`src/rtl/sfr_pkg.sv`:
```
// ----------------------------------------------------------------------------
// sfr_pkg - shared types and constants of the segment frame receiver
// frame geometry, queue sizing and the command passed from front to back
// ----------------------------------------------------------------------------
package sfr_pkg;

  localparam int SEGMENTS_PER_FRAME = 512;
  localparam int PINS_PER_CHIP      = 16;
  localparam int ROWS               = 4;
  localparam int CHIPS_PER_CHANNEL  = 4;
  localparam int SOUTH_OFFSET       = 4;

  localparam int CNT_W  = $clog2(SEGMENTS_PER_FRAME);
  localparam int ADDR_W = 9;

  localparam logic [15:0] ABORT_LIMIT = 16'hff00;
  localparam logic [15:0] ALL_ONES    = 16'hffff;
  localparam logic [7:0]  BYTE_FF     = 8'hff;
  localparam logic [7:0]  BYTE_F0     = 8'hf0;
  localparam logic [7:0]  BYTE_00     = 8'h00;

  localparam int QUEUE_DEPTH = 4;
  localparam int QPTR_W      = $clog2(QUEUE_DEPTH);

  // one unit of work for the back part: a segment write or a frame end
  typedef struct packed {
    logic             write;
    logic             fend;
    logic             good;
    logic [CNT_W-1:0] idx;
    logic [7:0]       hi;
    logic [7:0]       lo;
  } cmd_t;

  // one finished result beat
  typedef struct packed {
    logic              write_valid;
    logic [ADDR_W-1:0] write_address;
    logic [7:0]        high_value;
    logic [7:0]        low_value;
    logic              frame_end;
    logic              frame_good;
  } res_t;

endpackage

```
`src/rtl/sfr_front.sv`:
```
// ----------------------------------------------------------------------------
// sfr_front - byte pairing, frame phase and trailer machine
// turns each accepted byte into at most one command for the back part
// ----------------------------------------------------------------------------
module sfr_front (
  input  logic          clk,
  input  logic          rst_n,
  input  logic          second_half,
  input  logic          accept,
  input  logic [7:0]    rx_byte,
  output logic          cmd_valid,
  output sfr_pkg::cmd_t cmd
);

  typedef enum logic [3:0] {
    PH_START = 4'b0001,
    PH_SKIP  = 4'b0010,
    PH_DATA  = 4'b0100,
    PH_TRAIL = 4'b1000
  } phase_t;

  typedef enum logic [9:0] {
    T_GOOD     = 10'b00_0000_0001,
    T_GOOD_00  = 10'b00_0000_0010,
    T_GOOD_X   = 10'b00_0000_0100,
    T_GOOD_FF  = 10'b00_0000_1000,
    T_GOOD_FF2 = 10'b00_0001_0000,
    T_GOOD_FF3 = 10'b00_0010_0000,
    T_BAD      = 10'b00_0100_0000,
    T_BAD_FF   = 10'b00_1000_0000,
    T_BAD_FF2  = 10'b01_0000_0000,
    T_BAD_FF3  = 10'b10_0000_0000
  } trail_t;

  phase_t                    phase_r, phase_nxt, ph;
  trail_t                    trail_r, trail_nxt, tnext;
  logic [7:0]                hold_r, hold_nxt;
  logic                      odd_r, odd_nxt;
  logic [sfr_pkg::CNT_W-1:0] count_r, count_nxt;
  logic                      t_end, t_good;
  logic [15:0]               value;
  logic                      is_ff, is_f0, is_00;
  logic                      last_value;

  assign is_ff      = (rx_byte == sfr_pkg::BYTE_FF);
  assign is_f0      = (rx_byte == sfr_pkg::BYTE_F0);
  assign is_00      = (rx_byte == sfr_pkg::BYTE_00);
  assign value      = {rx_byte, hold_r};
  assign last_value = (count_r == sfr_pkg::CNT_W'(sfr_pkg::SEGMENTS_PER_FRAME - 1));

  // phase seen by this byte: frame start resolves to skip or data
  always_comb begin
    if (phase_r == PH_START) begin
      ph = second_half ? PH_SKIP : PH_DATA;
    end else begin
      ph = phase_r;
    end
  end

  // trailer transition for FF FF FF F0
  always_comb begin
    tnext  = T_BAD;
    t_end  = 1'b0;
    t_good = 1'b0;
    unique case (trail_r)
      T_GOOD: begin
        if (is_00) tnext = T_GOOD_00;
        else if (is_ff) tnext = T_GOOD_FF;
        else tnext = T_GOOD_X;
      end
      T_GOOD_00:  tnext = T_GOOD;
      T_GOOD_X:   tnext = is_ff ? T_BAD_FF : T_GOOD;
      T_GOOD_FF:  tnext = is_ff ? T_GOOD_FF2 : T_GOOD;
      T_GOOD_FF2: tnext = is_ff ? T_GOOD_FF3 : T_BAD;
      T_GOOD_FF3: begin
        tnext  = is_ff ? T_BAD_FF3 : T_BAD;
        t_end  = is_f0;
        t_good = is_f0;
      end
      T_BAD:      tnext = is_ff ? T_BAD_FF : T_BAD;
      T_BAD_FF:   tnext = is_ff ? T_BAD_FF2 : T_BAD;
      T_BAD_FF2:  tnext = is_ff ? T_BAD_FF3 : T_BAD;
      T_BAD_FF3: begin
        tnext = is_ff ? T_BAD_FF3 : T_BAD;
        t_end = is_f0;
      end
      default:    tnext = T_BAD;
    endcase
  end

  always_comb begin
    phase_nxt = phase_r;
    trail_nxt = trail_r;
    hold_nxt  = hold_r;
    odd_nxt   = odd_r;
    count_nxt = count_r;
    cmd_valid = 1'b0;
    cmd       = '0;
    if (accept) begin
      phase_nxt = ph;
      if (ph == PH_TRAIL) begin
        if (t_end) begin
          cmd_valid = 1'b1;
          cmd.fend  = 1'b1;
          cmd.good  = t_good;
          phase_nxt = PH_START;
          trail_nxt = T_GOOD;
          count_nxt = '0;
          odd_nxt   = 1'b0;
          hold_nxt  = '0;
        end else begin
          trail_nxt = tnext;
        end
      end else if (!odd_r) begin
        hold_nxt = rx_byte;
        odd_nxt  = 1'b1;
      end else begin
        odd_nxt = 1'b0;
        if (value > sfr_pkg::ABORT_LIMIT) begin
          phase_nxt = PH_TRAIL;
          trail_nxt = (value == sfr_pkg::ALL_ONES) ? T_BAD_FF2 : T_BAD_FF;
          count_nxt = '0;
        end else if (ph == PH_SKIP) begin
          count_nxt = count_r + 1'b1;
          if (last_value) begin
            phase_nxt = PH_DATA;
            count_nxt = '0;
          end
        end else begin
          cmd_valid = 1'b1;
          cmd.write = 1'b1;
          cmd.idx   = count_r;
          cmd.hi    = rx_byte;
          cmd.lo    = hold_r;
          count_nxt = count_r + 1'b1;
          if (last_value) begin
            phase_nxt = PH_TRAIL;
            trail_nxt = T_GOOD;
            count_nxt = '0;
          end
        end
      end
    end
  end

  always_ff @(posedge clk) begin
    if (!rst_n) begin
      phase_r <= PH_START;
      trail_r <= T_GOOD;
      hold_r  <= '0;
      odd_r   <= 1'b0;
      count_r <= '0;
    end else begin
      phase_r <= phase_nxt;
      trail_r <= trail_nxt;
      hold_r  <= hold_nxt;
      odd_r   <= odd_nxt;
      count_r <= count_nxt;
    end
  end

endmodule

```
`src/rtl/sfr_cmd_queue.sv`:
```
// ----------------------------------------------------------------------------
// sfr_cmd_queue - short command queue between front and back
// lets each side stall on its own
// ----------------------------------------------------------------------------
module sfr_cmd_queue (
  input  logic          clk,
  input  logic          rst_n,
  input  logic          push,
  input  sfr_pkg::cmd_t push_cmd,
  input  logic          pop,
  output sfr_pkg::cmd_t head,
  output logic          empty,
  output logic          full
);

  sfr_pkg::cmd_t              entries_r [sfr_pkg::QUEUE_DEPTH];
  logic [sfr_pkg::QPTR_W-1:0] wptr_r, rptr_r;
  logic [sfr_pkg::QPTR_W:0]   count_r;
  logic                       do_push, do_pop;

  assign empty   = (count_r == '0);
  assign full    = (count_r == (sfr_pkg::QPTR_W + 1)'(sfr_pkg::QUEUE_DEPTH));
  assign do_push = push && !full;
  assign do_pop  = pop && !empty;
  assign head    = entries_r[rptr_r];

  always_ff @(posedge clk) begin
    if (do_push) begin
      entries_r[wptr_r] <= push_cmd;
    end
  end

  always_ff @(posedge clk) begin
    if (!rst_n) begin
      wptr_r  <= '0;
      rptr_r  <= '0;
      count_r <= '0;
    end else begin
      if (do_push) wptr_r <= wptr_r + 1'b1;
      if (do_pop) rptr_r <= rptr_r + 1'b1;
      count_r <= count_r + (sfr_pkg::QPTR_W + 1)'(do_push)
                         - (sfr_pkg::QPTR_W + 1)'(do_pop);
    end
  end

endmodule

```
`src/rtl/sfr_back.sv`:
```
// ----------------------------------------------------------------------------
// sfr_back - frame store address map and result buffer
// maps a segment index to its store address and holds two result beats
// ----------------------------------------------------------------------------
module sfr_back (
  input  logic          clk,
  input  logic          rst_n,
  input  logic          q_empty,
  input  sfr_pkg::cmd_t q_head,
  output logic          q_pop,
  input  logic          res_pop,
  output logic          res_empty,
  output sfr_pkg::res_t res
);

  localparam int HALF        = sfr_pkg::SEGMENTS_PER_FRAME / 2;
  localparam int ROW_STRIDE  = sfr_pkg::SEGMENTS_PER_FRAME / sfr_pkg::ROWS;
  localparam int CHIP_STRIDE = sfr_pkg::PINS_PER_CHIP * 2;
  localparam int CHIP_SPAN   = sfr_pkg::PINS_PER_CHIP * sfr_pkg::ROWS;

  // segment order A B C D E F G1 G2 H J K L M N Dp nc -> driver pin
  function automatic logic [3:0] pin_of_seg(input logic [3:0] seg);
    logic [3:0] pin;
    unique case (seg)
      4'd0:    pin = 4'd12;
      4'd1:    pin = 4'd13;
      4'd2:    pin = 4'd1;
      4'd3:    pin = 4'd6;
      4'd4:    pin = 4'd0;
      4'd5:    pin = 4'd15;
      4'd6:    pin = 4'd11;
      4'd7:    pin = 4'd7;
      4'd8:    pin = 4'd14;
      4'd9:    pin = 4'd10;
      4'd10:   pin = 4'd9;
      4'd11:   pin = 4'd4;
      4'd12:   pin = 4'd3;
      4'd13:   pin = 4'd2;
      4'd14:   pin = 4'd5;
      default: pin = 4'd8;
    endcase
    return pin;
  endfunction

  function automatic logic [sfr_pkg::ADDR_W-1:0] store_address(
    input logic [sfr_pkg::CNT_W-1:0] idx
  );
    logic                      north;
    logic [sfr_pkg::CNT_W-1:0] rel;
    logic [31:0]               row, chip, pin, spot, base;
    north = (idx < sfr_pkg::CNT_W'(HALF));
    rel   = north ? idx : idx - sfr_pkg::CNT_W'(HALF);
    row   = 32'((rel / sfr_pkg::PINS_PER_CHIP) % sfr_pkg::ROWS);
    chip  = 32'(rel / CHIP_SPAN);
    pin   = 32'(pin_of_seg(4'(rel % sfr_pkg::PINS_PER_CHIP)));
    // pin interleave (p & ~3) + p
    spot  = (pin & ~32'd3) + pin;
    if (north) begin
      base = chip * CHIP_STRIDE;
    end else begin
      base = (32'(sfr_pkg::CHIPS_PER_CHANNEL - 1) - chip) * CHIP_STRIDE
             + 32'(sfr_pkg::SOUTH_OFFSET);
    end
    return sfr_pkg::ADDR_W'(base + row * ROW_STRIDE + spot);
  endfunction

  sfr_pkg::res_t slot0_r, slot1_r, fresh;
  logic [1:0]    count_r;
  logic          take, give;

  assign res_empty = (count_r == 2'd0);
  assign res       = slot0_r;
  assign give      = res_pop && !res_empty;
  assign take      = !q_empty && (count_r != 2'd2);
  assign q_pop     = take;

  always_comb begin
    fresh               = '0;
    fresh.write_valid   = q_head.write;
    fresh.write_address = q_head.write ? store_address(q_head.idx) : '0;
    fresh.high_value    = q_head.hi;
    fresh.low_value     = q_head.lo;
    fresh.frame_end     = q_head.fend;
    fresh.frame_good    = q_head.good;
  end

  always_ff @(posedge clk) begin
    if (take && (count_r == 2'd0 || (count_r == 2'd1 && give))) begin
      slot0_r <= fresh;
    end else if (give) begin
      slot0_r <= slot1_r;
    end
    if (take && count_r == 2'd1 && !give) begin
      slot1_r <= fresh;
    end
  end

  always_ff @(posedge clk) begin
    if (!rst_n) begin
      count_r <= 2'd0;
    end else begin
      count_r <= count_r + 2'(take) - 2'(give);
    end
  end

`ifndef SYNTHESIS
  a_count_bound: assert property (@(posedge clk) disable iff (!rst_n)
    count_r != 2'd3)
    else $error("result buffer count out of range");

  a_one_kind: assert property (@(posedge clk) disable iff (!rst_n)
    !res_empty |-> (res.write_valid ^ res.frame_end))
    else $error("result beat is neither a write nor a frame end");

  a_good_needs_end: assert property (@(posedge clk) disable iff (!rst_n)
    (!res_empty && res.frame_good) |-> res.frame_end)
    else $error("frame_good without frame_end");

  a_take_grows: assert property (@(posedge clk) disable iff (!rst_n)
    (take && !give) |=> (count_r == $past(count_r) + 2'd1))
    else $error("result buffer lost a beat");
`endif

endmodule

```
`src/rtl/segment_frame_receiver_unit.sv`:
```
// ----------------------------------------------------------------------------
// segment_frame_receiver_unit - serial byte to segment frame store receiver
// pairs bytes into 16-bit segment values, maps them to store addresses and
// checks the frame trailer
//
//   channel  | direction | handshake         | payload
//   ---------+-----------+-------------------+------------------------------
//   in       | input     | in_push/in_full   | in_rx_byte
//   out      | output    | out_empty/out_pop | out_write_valid,
//            |           |                   | out_write_address,
//            |           |                   | out_high_value, out_low_value,
//            |           |                   | out_frame_end, out_frame_good
//   cfg      | input     | cfg_we            | cfg_second_half
//
// one byte beat is taken every cycle while in_full is low
// a result reaches the out ports by way of a command queue entry and then a
//   result buffer slot; it waits in the queue while the result buffer is full
// in_full is the 4-entry command queue's full flag; the queue fills only while the
//   2-beat result buffer is full, so five or six results wait as out_pop was held
//   low; while it is high every byte is held off, also bytes that make no result
// synchronous active-low reset; no clearing pass, the block is ready at once
// ----------------------------------------------------------------------------
module segment_frame_receiver_unit (
  input  logic                        clk,
  input  logic                        rst_n,
  // configuration
  input  logic                        cfg_we,
  input  logic                        cfg_second_half,
  // byte input
  input  logic                        in_push,
  output logic                        in_full,
  input  logic [7:0]                  in_rx_byte,
  // result output
  output logic                        out_empty,
  input  logic                        out_pop,
  output logic                        out_write_valid,
  output logic [sfr_pkg::ADDR_W-1:0]  out_write_address,
  output logic [7:0]                  out_high_value,
  output logic [7:0]                  out_low_value,
  output logic                        out_frame_end,
  output logic                        out_frame_good
);

  // second_half register, sampled by the front at each frame start
  logic          second_half_r;

  logic          in_accept;
  logic          cmd_valid;
  sfr_pkg::cmd_t cmd;
  sfr_pkg::cmd_t q_head;
  logic          q_empty, q_full, q_pop;
  sfr_pkg::res_t res;

  always_ff @(posedge clk) begin
    if (!rst_n) begin
      second_half_r <= 1'b0;
    end else if (cfg_we) begin
      second_half_r <= cfg_second_half;
    end
  end

  // any byte may produce a command, so a full queue holds off every beat
  assign in_full   = q_full;
  assign in_accept = in_push && !q_full;

  // front: pairing, phase and trailer tracking
  sfr_front u_front (
    .clk         (clk),
    .rst_n       (rst_n),
    .second_half (second_half_r),
    .accept      (in_accept),
    .rx_byte     (in_rx_byte),
    .cmd_valid   (cmd_valid),
    .cmd         (cmd)
  );

  // decoupling queue
  sfr_cmd_queue u_queue (
    .clk      (clk),
    .rst_n    (rst_n),
    .push     (cmd_valid),
    .push_cmd (cmd),
    .pop      (q_pop),
    .head     (q_head),
    .empty    (q_empty),
    .full     (q_full)
  );

  // back: address map and result buffer
  sfr_back u_back (
    .clk       (clk),
    .rst_n     (rst_n),
    .q_empty   (q_empty),
    .q_head    (q_head),
    .q_pop     (q_pop),
    .res_pop   (out_pop),
    .res_empty (out_empty),
    .res       (res)
  );

  assign out_write_valid   = res.write_valid;
  assign out_write_address = res.write_address;
  assign out_high_value    = res.high_value;
  assign out_low_value     = res.low_value;
  assign out_frame_end     = res.frame_end;
  assign out_frame_good    = res.frame_good;

endmodule

```
`config.mk`:
```
export PLATFORM = sky130hd
export DESIGN_NAME = segment_frame_receiver_unit
export DESIGN_NICKNAME = d
export VERILOG_FILES = /design/src/rtl/sfr_pkg.sv /design/src/rtl/sfr_front.sv /design/src/rtl/sfr_cmd_queue.sv /design/src/rtl/sfr_back.sv /design/src/rtl/segment_frame_receiver_unit.sv
export SDC_FILE = /design/constraint.sdc
export NUM_CORES = 1
export LEC_CHECK = 0
export ABC_AREA = 1
export BUFFER_PORTS_ARGS = -buffer_cell sky130_fd_sc_hd__buf_2
export CAP_MARGIN = 25
export CORE_MARGIN = 5
export CORE_UTILIZATION = 61
export DETAILED_ROUTE_END_ITERATION = 12
export PLACE_DENSITY = 0.79
export SETUP_SLACK_MARGIN = 0.4
export SKIP_CTS_REPAIR_TIMING = 1
export SYNTH_ARGS = -nofsm -noshare
export SYNTH_HDL_FRONTEND = slang
export SYNTH_SLANG_ARGS = --single-unit
```
`constraint.sdc`:
```
create_clock -name clk -period 3.59 [get_ports clk]
set_clock_uncertainty 0.15 [all_clocks]
set_input_delay 0.359 -clock clk [delete_from_list [all_inputs] [get_ports clk]]
set_output_delay 0.359 -clock clk [all_outputs]
set_load 0.01 [all_outputs]
```
---- Word-level counts from Yosys, hierarchy flattened ----
Memories as Yosys holds them, arrays and structs flattened. A register that Yosys moved wholly into a read port is not among the register bits.
Index checks and enable logic that the tools add are counted.
word-level totals
  bits in registers ....................... 98
  bits in writable memories ............... 112
  bits in read-only memories .............. 64
  memories kept ........................... 2
memory list
  name               words  width  rd ports  clocked after memory_dff  wr ports  line                 RTL
  u_queue.entries_r  4      28     1         1                         1         sfr_cmd_queue.sv:16  sfr_pkg::cmd_t entries_r [sfr_pkg::QUEUE_DEPTH];
  (name not given)   16     4      1         0                         0         sfr_back.sv:24       unique case (seg)
cells by class
  add/subtract/negate cells ............... 13
  magnitude comparators ................... 2
  equality and inequality tests ........... 23
  multiplexer cells ....................... 61
  reductions and logical operators ........ 26
operator list
  operator              number
  $mux 25               4
  $mux 9                10
  $mux 28               3
  $mux 10               8
  $pmux 10 s8           1
  $mux 8                5
  $mux 4                9
  $add 9x9->9           2
  $eq 16x16->1 const B  1
  $eq 8x8->1 const B    2
  $gt 16x16->1 const B  1
  $mux 1                14
  $eq 10x1->1 const B   1
  $eq 10x10->1 const B  1
  $eq 10x2->1 const B   1
  $eq 10x3->1 const B   1
  $eq 10x4->1 const B   1
  $eq 10x5->1 const B   1
  $eq 10x6->1 const B   1
  $eq 10x7->1 const B   1
  $eq 10x8->1 const B   1
  $eq 10x9->1 const B   1
  $add 9x1->9 const B   1
  $add 9x3->9 const B   1
  other kinds (35)      53

---- Logic depth before layout (Yosys ltp) ----
Gate-level depths: netlist (run 1).
  depth in word-level cells ............... 11
  mapped depth ............................ 17
  depth with buffers taken out ............ 17

---- Modules after synthesis ----
Synthesis (run 1) repeated with hierarchy kept, for this count alone.
unflattened totals
  cells, all modules ...................... 954
  area total of the unflattened synthesis .. 9539.1 µm²
by module, submodules not included
  module                       times used  cells an instance  area each (µm²)  seq. area each (µm²)
  sfr_cmd_queue                1           339                4634.4           3543.4
  sfr_back                     1           219                2523.7           1721.7
  sfr_front                    1           388                2332.2           640.6
  segment_frame_receiver_unit  1           8                  48.8             20.0

---- Least setup slack after synthesis (run 1) ----
OpenSTA, ideal clock, no wires.
  path kind ............................... register to register
  start point ............................. register u_queue.count_r[0] in the netlist's numbering
  end point ............................... register u_back.slot1_r[0] in the netlist's numbering, enable pin
  setup time .............................. 0.448 ns
  arrival time ............................ 2.543 ns
  data required time ...................... 2.992 ns
  setup slack ............................. 0.449 ns
  stages on the path, launching flop included .. 5
  buffers on the path ..................... 0
  period minus slack after synthesis ...... 3.141 ns
  cell sequence ........................... dfxtp_1 -> nor3_1 -> nor2_1 -> inv_1 -> nor3_1
between the ends
  word-level cells in the longest chain between the ends .. 5
ends and longest elaborated chain
  what                             line                 RTL
  start: declaration               sfr_cmd_queue.sv:18  logic [sfr_pkg::QPTR_W:0] count_r;
  start signal: assignment         sfr_cmd_queue.sv:41  count_r <= count_r + (sfr_pkg::QPTR_W + 1)'(do_push)
  $logic_not 3->1                  sfr_cmd_queue.sv:21  assign empty = (count_r == '0);
  $logic_not 1->1                  sfr_back.sv:74       assign take = !q_empty && (count_r != 2'd2);
  $logic_and 1x1->1                sfr_back.sv:74
  $logic_and 1x1->1 (2 in series)  sfr_back.sv:93       if (take && count_r == 2'd1 && !give) begin
  end signal: assignment           sfr_back.sv:94       slot1_r <= fresh;
  end: declaration                 sfr_back.sv:67       sfr_pkg::res_t slot0_r, slot1_r, fresh;
Every way passes these cells.
A chain may end at the register's enable or synchronous reset.

---- Worst setup path in the final report (run 1) ----
  start point ............................. register u_front.phase_r[3]
  end point ............................... register u_queue.count_r[2] in the netlist's numbering
between the ends
  word-level cells in the longest chain between the ends .. 11
  elaborated cells between the ends (all ways) .. 12
  classes of those cells .................. add/sub (2); eq/ne (3); mux (6); reduce/logical (1)
ends and longest elaborated chain
  what                      line                 RTL
  start: declaration        sfr_front.sv:35      phase_t phase_r, phase_nxt, ph;
  start signal: assignment  sfr_front.sv:154     phase_r <= phase_nxt;
  $eq 4x1->1                sfr_front.sv:53      if (phase_r == PH_START) begin
  $mux 4 (*)                sfr_front.sv:53
  $eq 4x2->1                sfr_front.sv:123     end else if (ph == PH_SKIP) begin
  $mux 1                    sfr_front.sv:123
  $mux 1                    sfr_front.sv:119     if (value > sfr_pkg::ABORT_LIMIT) begin
  $mux 1                    sfr_front.sv:114     end else if (!odd_r) begin
  $mux 1 (*)                sfr_front.sv:101     if (ph == PH_TRAIL) begin
  $mux 1 (*)                sfr_front.sv:99      if (accept) begin
  $logic_and 1x1->1 (*)     sfr_cmd_queue.sv:23  assign do_push = push && !full;
  via u_queue.do_push       sfr_cmd_queue.sv:19  logic do_push, do_pop;
  $add 3x1->3 (*)           sfr_cmd_queue.sv:41
  $sub 3x1->3 (*)           sfr_cmd_queue.sv:42  - (sfr_pkg::QPTR_W + 1)'(do_pop);
The timed path passes the listed nets; every way through them passes the cells marked *.

==> implementation parameters, run 1 <==
Parameter                              Value

CTS
  Inserted Clock Buffers    21
  Clock root cell    sky130_fd_sc_hd__clkbuf_16
  CTS max path bufs    3
  CTS tree    done
  # clock sinks    212
  Clock latency on the worst-skew pair    0.48 ns
  Number of H-tree levels    1
  Clock transition at the registers of the reported paths    0.06 ns

GRT
  Antenna violations before repair    0
  Total congestion overflow after global routing    0
  Vias in the first global route    6032
  Grt met1 use    0.282
  Global-route total usage across every layer    0.204
  Most Used Layer, Global Route    met2
  Maximum number of pins on one net before global-route repair    34
  Global-route wire length before repair    29700 um
  Met3 Track Usage GR    0.0281
  Met2 capacity usage during global routing    0.345

Floorplan
  Height of the chip    134 um
  Cell row count    45
  Die span in x    134 um
  Ports placed on the boundary    44
  Std-Cell Core Area    0.0151 sq mm
  Initial cell density of the core    0.618
  Die ar.    0.0179 sq mm

Route
  Detailed-route wire length    18000 um
  Total iterations of the first detailed-routing run    5
  Post-DRT Antenna Nets    0
  Vias post-DR    6420
  Drt wl/cell    15.4 um
  Post-detailed-route via-to-cell ratio    5.49
  Total DRC errors in the routed layout    0
  1st-iter DRT viols    468

Place
  Number of instances in the placed design    1131
  Setup Slack @ Placement    0.902 ns
  Placed inst area    0.00973 sq mm
  Detailed placement HPWL    11800 um
  Number of port buffers    43
  Final Wtd Congestion    0.901

Worst setup path
  Start-to-end type of the worst setup path    reg -> reg
  CP required    3.85 ns
  Capturing instance or port of the critical path    u_queue.count_r[2]
  Crit start category    flip-flop
  Cells on worst reg2reg path    12
  Reg2Reg Setup Slack    0.87 ns
  Worst Path Arrival    2.98 ns
  Kind of capture point of the worst setup path    flip-flop
  Critical path launch point    u_front.phase_r[3]
  Worst reg2reg startpoint    u_front.phase_r[3]
  Worst-path fanout max    11
  Worst reg2reg endpoint    u_queue.count_r[2]

STA
  Period utilisation layout    0.759
  Worst slew pin tran    0.951 ns
  Final Critical Period    2.72 ns
  Number of failing hold endpoints at the final stage    0
  Unrepaired setup endpoints after global routing    false
  Max Clk Rate    0.367 GHz
  Final worst-path setup slack    0.865 ns
  Total Neg Setup Slack    0 ns
  Setup violation total in the final timing report    0
  Rel. slew slack    0.365
  Fin. max-slew vios    0

Synth
  Number of instances in the synthesized netlist    920
  Synth Area per Inst    10.2 sq um
  Syn. warnings    0
  Number of nets in the synthesized netlist    950
  Number of unique standard cell types used by synthesis    40
  Cell area after synthesis    0.00936 sq mm
  Sequential element share of the synthesized area    0.633
  Number of register bits inferred by synthesis    212

Power
  Leak Pwr    4.15 nW
  Power per cell area    754 mW/mm^2
  Maximum ir drop on the vdd rail    0.619 mV

Final layout
  Net count of the finished layout    998
  Layout cells sized above 1    0.154
  Filler cell count    1101
  Diodes inserted    0
  Final Non-Filler Cells    1170
  Final Cell Area    0.0105 sq mm
  Final core utilization    0.691
  Post-synthesis to final-layout area growth    11.7%

Worst hold path
  Worst hold path class    in -> reg

Status
  Run status    finished, final reports clean

Run
  Total of max-cap violations    0
==> how the worst min path moves through the flow <==
stage	startpoint	end	cells after the start	slack (ns)
after floorplan	u_queue.rptr_r[1]	flip-flop	2	0.29
final	in_rx_byte[7]	u_front.hold_r[7]	3	0.005
after global placement	u_queue.rptr_r[1]	flip-flop	2	0.30
after CTS	cfg_second_half	second_half_r	3	-0.05
after detailed placement	u_queue.rptr_r[1]	flip-flop	2	0.31
after global routing	in_rx_byte[2]	u_front.hold_r[2]	3	0.02
==> per-layer routing <==
| metal | vias to the layer above | wire length (um) |
|---|---|---|
| li1 | 3205 | - |
| met1 | 2999 | 7920 |
| met2 | 196 | 8670 |
| met3 | 20 | 1150 |
| met4 | 0 | 248 |
| met5 | - | 0 |
==> state kept, by name, indices dropped and copies added, names as in the netlist, named ones only <==
register           flops
u_queue.entries_r    112
u_front.count_r        9
u_queue.rptr_r         2
u_front.trail_r       10
u_back.res            28
u_front.odd_r          1
second_half_r          1
u_queue.count_r        3
u_back.slot1_r        28
u_queue.wptr_r         2
u_front.phase_r        4
u_front.hold_r         8
u_back.count_r         2
==> synthesized netlist by cell type, drive strengths merged <==
library cell  number  area, sq um
a32o               3         30.0
or2                1         6.26
xor2               2         17.5
inv               91          342
edfxtp           168         5040
buf               16          128
nor4               4         25.0
a32oi              1         16.3
clkinv             1         8.76
fa                 1         20.0
a21oi             43          215
and2               2         13.8
xnor2              1         8.76
nand4             11         68.8
o21ai             70          369
clkbuf            15         56.3
nor3b              2         20.0
nor2             148          663
nor3              12         60.1
dfxtp             44          881
o22ai             22          138
nand3b             1         7.51
o211ai             4         30.0
ha                15          188
a211o              1         8.76
nand3             35          195
nand2            206          801
==> kinds of logic after synthesis <==
logic type | Yosys count | share of synthesized area
xor gates and xnor gates | 3 | 0.00281
and+or+nand+nor | 422 | 0.199
AOI/OAI and AO/OA | 144 | 0.0862
adders and majority gates | 16 | 0.0222
DFF | 212 | 0.633
buffers and inverters | 123 | 0.0571
==> worst max-delay path: stages (launching register included) <==
cell and delay (ns):
sky130_fd_sc_hd__dfxtp_1 0.42, sky130_fd_sc_hd__nand4_1 0.51, sky130_fd_sc_hd__clkinv_4 0.24, sky130_fd_sc_hd__nand2_1 0.13, sky130_fd_sc_hd__nor2_4 0.22, sky130_fd_sc_hd__nor2_4 0.11
sky130_fd_sc_hd__inv_1 0.07, sky130_fd_sc_hd__ha_1 0.13, sky130_fd_sc_hd__inv_1 0.04, sky130_fd_sc_hd__fa_1 0.34, sky130_fd_sc_hd__inv_1 0.07, sky130_fd_sc_hd__o21ai_0 0.08
sky130_fd_sc_hd__a21oi_1 0.13
==> cell type report <==
type / count / area (sq um) / share of cell area
flip-flops and latches: 212 / 5930 / 0.566
multi-input cells: 585 / 2920 / 0.279
clock buffers: 29 / 596 / 0.0569
inverters: 92 / 350 / 0.0335
repair buffers: 56 / 318 / 0.0304
well taps: 188 / 235 / 0.0225
clock inverters: 8 / 116 / 0.0111
==> cell usage in the layout (no fill, tap or decap), types with 15 or more instances in the layout <==
master,n
sky130_fd_sc_hd__a21oi_1,43
sky130_fd_sc_hd__buf_2,43
sky130_fd_sc_hd__clkbuf_16,21
sky130_fd_sc_hd__dfxtp_1,44
sky130_fd_sc_hd__edfxtp_1,168
sky130_fd_sc_hd__ha_1,15
sky130_fd_sc_hd__inv_1,82
sky130_fd_sc_hd__nand2_1,199
sky130_fd_sc_hd__nand3_1,31
sky130_fd_sc_hd__nor2_1,111
sky130_fd_sc_hd__nor2_2,32
sky130_fd_sc_hd__o21ai_0,63
sky130_fd_sc_hd__o22ai_1,22
==> power by group <==
group | internal [W] | leakage [nW] | switching (W)
Clock | 0.00137 | 0.350 | 0.000852
Combinational | 0.000720 | 1.80 | 0.00159
Sequential | 0.00322 | 2.00 | 0.000136
==> through the flow <==
stage	hold slack [ns]	total power, W
after floorplan	0.286	0.00511
after global placement	0.301	0.00565
after detailed placement	0.306	0.00572
after CTS	-0.0513	0.00795
after global routing	0.0171	0.00842
final	0.00470	0.00789
No activity file was read; power rests on OpenSTA's default activity.
==> inputs of run 2 (changes only) <==
- ABC_AREA: 1 -> 0
- CORE_UTILIZATION: 61 -> 55
- PLACE_DENSITY: 0.79 -> 0.76
- clock period: 3.59 -> 2.2 ns (I/O delays scaled with it)
==> run 2 against run 1 <==
Compared with the run above:
- the run now ends with setup timing left
- wire length increased by 19%
- non-clock buffer count up 117
- critical path depth down 2
- via count fell by 8.6%
- critical path type unchanged
- synthesized cell count down 35%
- highest routed layer unchanged
- synthesized area decreased by 3.7%
- sequential share of layout area shrank 6.5 points
- clock power is 70% higher
- design area rose by 14%
- first-iteration DRC count down 9.4%
- worst setup slack worse by 1.2 ns
==> implementation parameters, run 2 <==
Parameter                              Value

Worst setup path
  Worst path slowest cell    sky130_fd_sc_hd__nor4_4
  Reg2Reg Setup Slack    -0.37 ns (-1.23 ns)
  Highest cell delay on the worst timing path    0.37 ns (-0.14 ns)
  CP required    2.44 ns (-1.41 ns)
  Worst reg2reg startpoint    u_front.hold_r[7]
  Start-to-end type of the worst setup path    reg -> reg
  Worst Path Arrival    2.81 ns (-0.17 ns)
  Crit start category    flip-flop
  Worst reg2reg endpoint    u_queue.count_r[2]
  Cells on worst reg2reg path    10 (-2)
  Worst-path fanout max    2 (-9)
  Kind of capture point of the worst setup path    flip-flop
  Cell breakdown of the critical path    nor4_4, a211oi_4, or3_4, a21oi_4, ha_4, inv_2, fa_2, xnor2_2, xnor2_1, and2_1

GRT
  Global-route total usage across every layer    0.192 (-0.0113)
  Total congestion overflow after global routing    0 (unchanged)
  Maximum number of pins on one net before global-route repair    29 (-15%)
  Vias in the first global route    5693 (-5.6%)
  Global-route wire length before repair    30000 um (+1.1%)
  Antenna violations before repair    0 (unchanged)

Synth
  Sequential element share of the synthesized area    0.658 (+0.0246)
  Number of register bits inferred by synthesis    212 (unchanged)
  Number of instances in the synthesized netlist    594 (-35%)
  Most area-consuming cells after synthesis    sky130_fd_sc_hd__edfxtp_1, sky130_fd_sc_hd__dfxtp_1, sky130_fd_sc_hd__mux4_2
  Async set-reset flop share out of synthesis    0 (unchanged)
  Top FF cell, synth    sky130_fd_sc_hd__edfxtp_1
  Syn. warnings    0 (unchanged)
  Cell area after synthesis    0.00901 sq mm (-3.7%)
  Synth area leader    sky130_fd_sc_hd__edfxtp_1
  Number of unique standard cell types used by synthesis    72 (+80%)
  Number of nets in the synthesized netlist    624 (-34%)
  Most repeated cell in the gate-level netlist after synthesis    sky130_fd_sc_hd__edfxtp_1
  Synth Area per Inst    15.2 sq um (+49%)
  Most instantiated cells after synthesis    sky130_fd_sc_hd__edfxtp_1, sky130_fd_sc_hd__dfxtp_1, sky130_fd_sc_hd__and2_1
  Number of synthesized flops with an enable pin    168 (unchanged)
  Share of the synthesized area in the top cell type    0.560 (+0.0210)

STA
  Final Critical Period    2.57 ns (-0.158 ns)
  Worst slew pin tran    0.491 ns (-0.460 ns)
  Rel. slew slack    0.670 (+0.305)
  Final worst-path setup slack    -0.366 ns (-1.23 ns)
  Setup violation total in the final timing report    229 (+229)
  Max Clk Rate    0.390 GHz (+6.2%)
  Unrepaired setup endpoints after global routing    true
  Period utilisation layout    1.17 (+0.408)
  Fin. max-slew vios    0 (unchanged)
  Number of failing hold endpoints at the final stage    0 (unchanged)

Status
  Run status    finished, violations left
  Violations in the final reports    setup timing

Place
  Final Wtd Congestion    0.894 (-0.81%)
  Number of port buffers    43 (unchanged)
  Setup Slack @ Placement    -0.475 ns (-1.38 ns)
  Placed inst area    0.0104 sq mm (+6.8%)
  Detailed placement HPWL    12500 um (+5.9%)

Floorplan
  Die span in x    138 um (+3.1%)
  Height of the chip    138 um (+3.1%)
  Initial cell density of the core    0.563 (-0.0549)
  Die ar.    0.0190 sq mm (+6.2%)
  Ports placed on the boundary    44 (unchanged)
  Cell row count    46 (+2.2%)
  Std-Cell Core Area    0.0160 sq mm (+5.6%)

CTS
  Inserted Clock Buffers    22 (+4.8%)
  Clock root cell    sky130_fd_sc_hd__clkbuf_16
  CTS tree    done
  Clock transition at the registers of the reported paths    0.07 ns (about the same)
  CTS max path bufs    3 (unchanged)
  # clock sinks    212 (unchanged)
  Clock latency on the worst-skew pair    0.50 ns (+0.02 ns)
  Number of H-tree levels    1 (unchanged)

Worst hold path
  Worst Hold End    u_queue.entries_r[2][11]
  Cell depth of the worst hold path    3 (unchanged)
  Worst hold path class    in -> reg
  Worst Min Path Start    in_rx_byte[3]

Run
  Total of max-cap violations    0 (unchanged)

Final layout
  Net count of the finished layout    796 (-20%)
  Diodes inserted    0 (unchanged)
  Top register by number of flip-flops    u_queue.entries_r
  Post-synthesis to final-layout area growth    31.8%
  Most used cells in the layout excluding fill and tap cells    sky130_fd_sc_hd__edfxtp_1, sky130_fd_sc_hd__buf_4, sky130_fd_sc_hd__buf_2, sky130_fd_sc_hd__dfxtp_1, sky130_fd_sc_hd__mux4_2
  Flip-flop count of the largest register, all copies and words added    112 (unchanged)
  Final Cell Area    0.0119 sq mm (+14%)
  Layout cells sized above 1    0.468 (+0.314)
  Most common library cell in the layout ignoring fill and taps    sky130_fd_sc_hd__edfxtp_1

Route
  Total DRC errors in the routed layout    0 (unchanged)
  Detailed-route wire length    21400 um (+19%)
  Drt wl/cell    21.4 um (+39%)
  Post-detailed-route via-to-cell ratio    5.88 (+7.2%)
  Vias post-DR    5871 (-8.6%)
  1st-iter DRT viols    424 (-9.4%)
  Total iterations of the first detailed-routing run    5 (unchanged)
  Post-DRT Antenna Nets    0 (unchanged)

Power
  Flop pwr share    0.405 (-0.020)
  Maximum ir drop on the vdd rail    0.685 mV (+11%)
  Clock network fraction of design power    0.286 (+0.004)
  Share of total power consumed by net switching    0.288 (-0.0388)
  Net switching power    0.00381 W (+48%)
  Leak Pwr    4.32 nW (+4.3%)
  Comb power frac    0.309 (+0.016)
  Cell internal pwr    0.00941 W (+77%)
  Power per cell area    1110 mW/mm^2 (+48%)
[run 2: worst max-delay path: cells and delay by family, from the launching register on]
kind	cells	cell delay, ns
AOI/OAI and AO/OA	2	0.29
xor gates and xnor gates	2	0.27
adders and majority gates	2	0.50
buffers and inverters	1	0.03
DFF	1	0.34
and+or+nand+nor	3	0.88
[run 2: logic make-up (layout without fill, tap and decap cells)]
family,count (synthesis),after routing,share of synthesized area
AOI/OAI and AO/OA,85,85,0.0700
DFF,212,212,0.658
and+or+nand+nor,164,164,0.107
adders and majority gates,16,16,0.0230
buffers and inverters,45,233,0.0200
muxes,62,62,0.113
xor gates and xnor gates,10,10,0.00972
[run 2: metrics by stage]
step           setup TNS [ns]  power [W]  cells   util  hold WS [ns]
2_1_floorplan          -32.58    0.00797    594      -         0.196
3_3_place_gp           -25.31    0.00893    923  0.649         0.327
3_5_place_dp           -36.91    0.00912    923  0.649         0.335
4_1_cts                -41.90     0.0130    963  0.696        -0.191
5_1_grt                -49.05     0.0138    998  0.742        0.0306
6_report               -37.16     0.0132    998  0.742        0.0248
[run 2: power by group through the flow]
stage               clock network, W  logic (W)  registers (W)
floorplan                          0    0.00243        0.00555
global placement                   0    0.00355        0.00538
detailed placement                 0    0.00370        0.00542
CTS                          0.00384    0.00378        0.00534
global route                 0.00403    0.00441        0.00540
finish                       0.00378    0.00408        0.00535
[run 2: how the worst max path moves through the flow]
stage | start | cells past startpoint | end | slack, ns
after floorplan | u_front.hold_r[4] | 11 | u_queue.count_r[2] | -0.47
after global placement | u_front.phase_r[1] | 10 | u_queue.count_r[2] | -0.39
after detailed placement | u_front.phase_r[1] | 10 | u_queue.count_r[2] | -0.47
after CTS | u_front.phase_r[1] | 10 | u_queue.count_r[2] | -0.50
after global routing | u_front.hold_r[0] | 10 | u_queue.count_r[2] | -0.44
final | u_front.hold_r[7] | 10 | u_queue.count_r[2] | -0.37
[run 2: area by class of cell]
class | count | area [sq um]
clock buffer | 28 | 624
clock inverter | 12 | 120
fill | 963 | 4130
inverter | 20 | 77.6
multi-input combinational | 337 | 3370
sequential | 212 | 5950
tap | 216 | 270
timing repair buffer | 173 | 1460
[run 2: per-layer routing]
layer	part of all wire	up-vias	routed length, um	track usage
met1	0.40	2964	8500	0.251
li1	-	2666	-	-
met3	0.052	39	1120	0.0303
met5	0	-	0	0
met2	0.53	202	11300	0.335
met4	0.023	0	498	0.0593
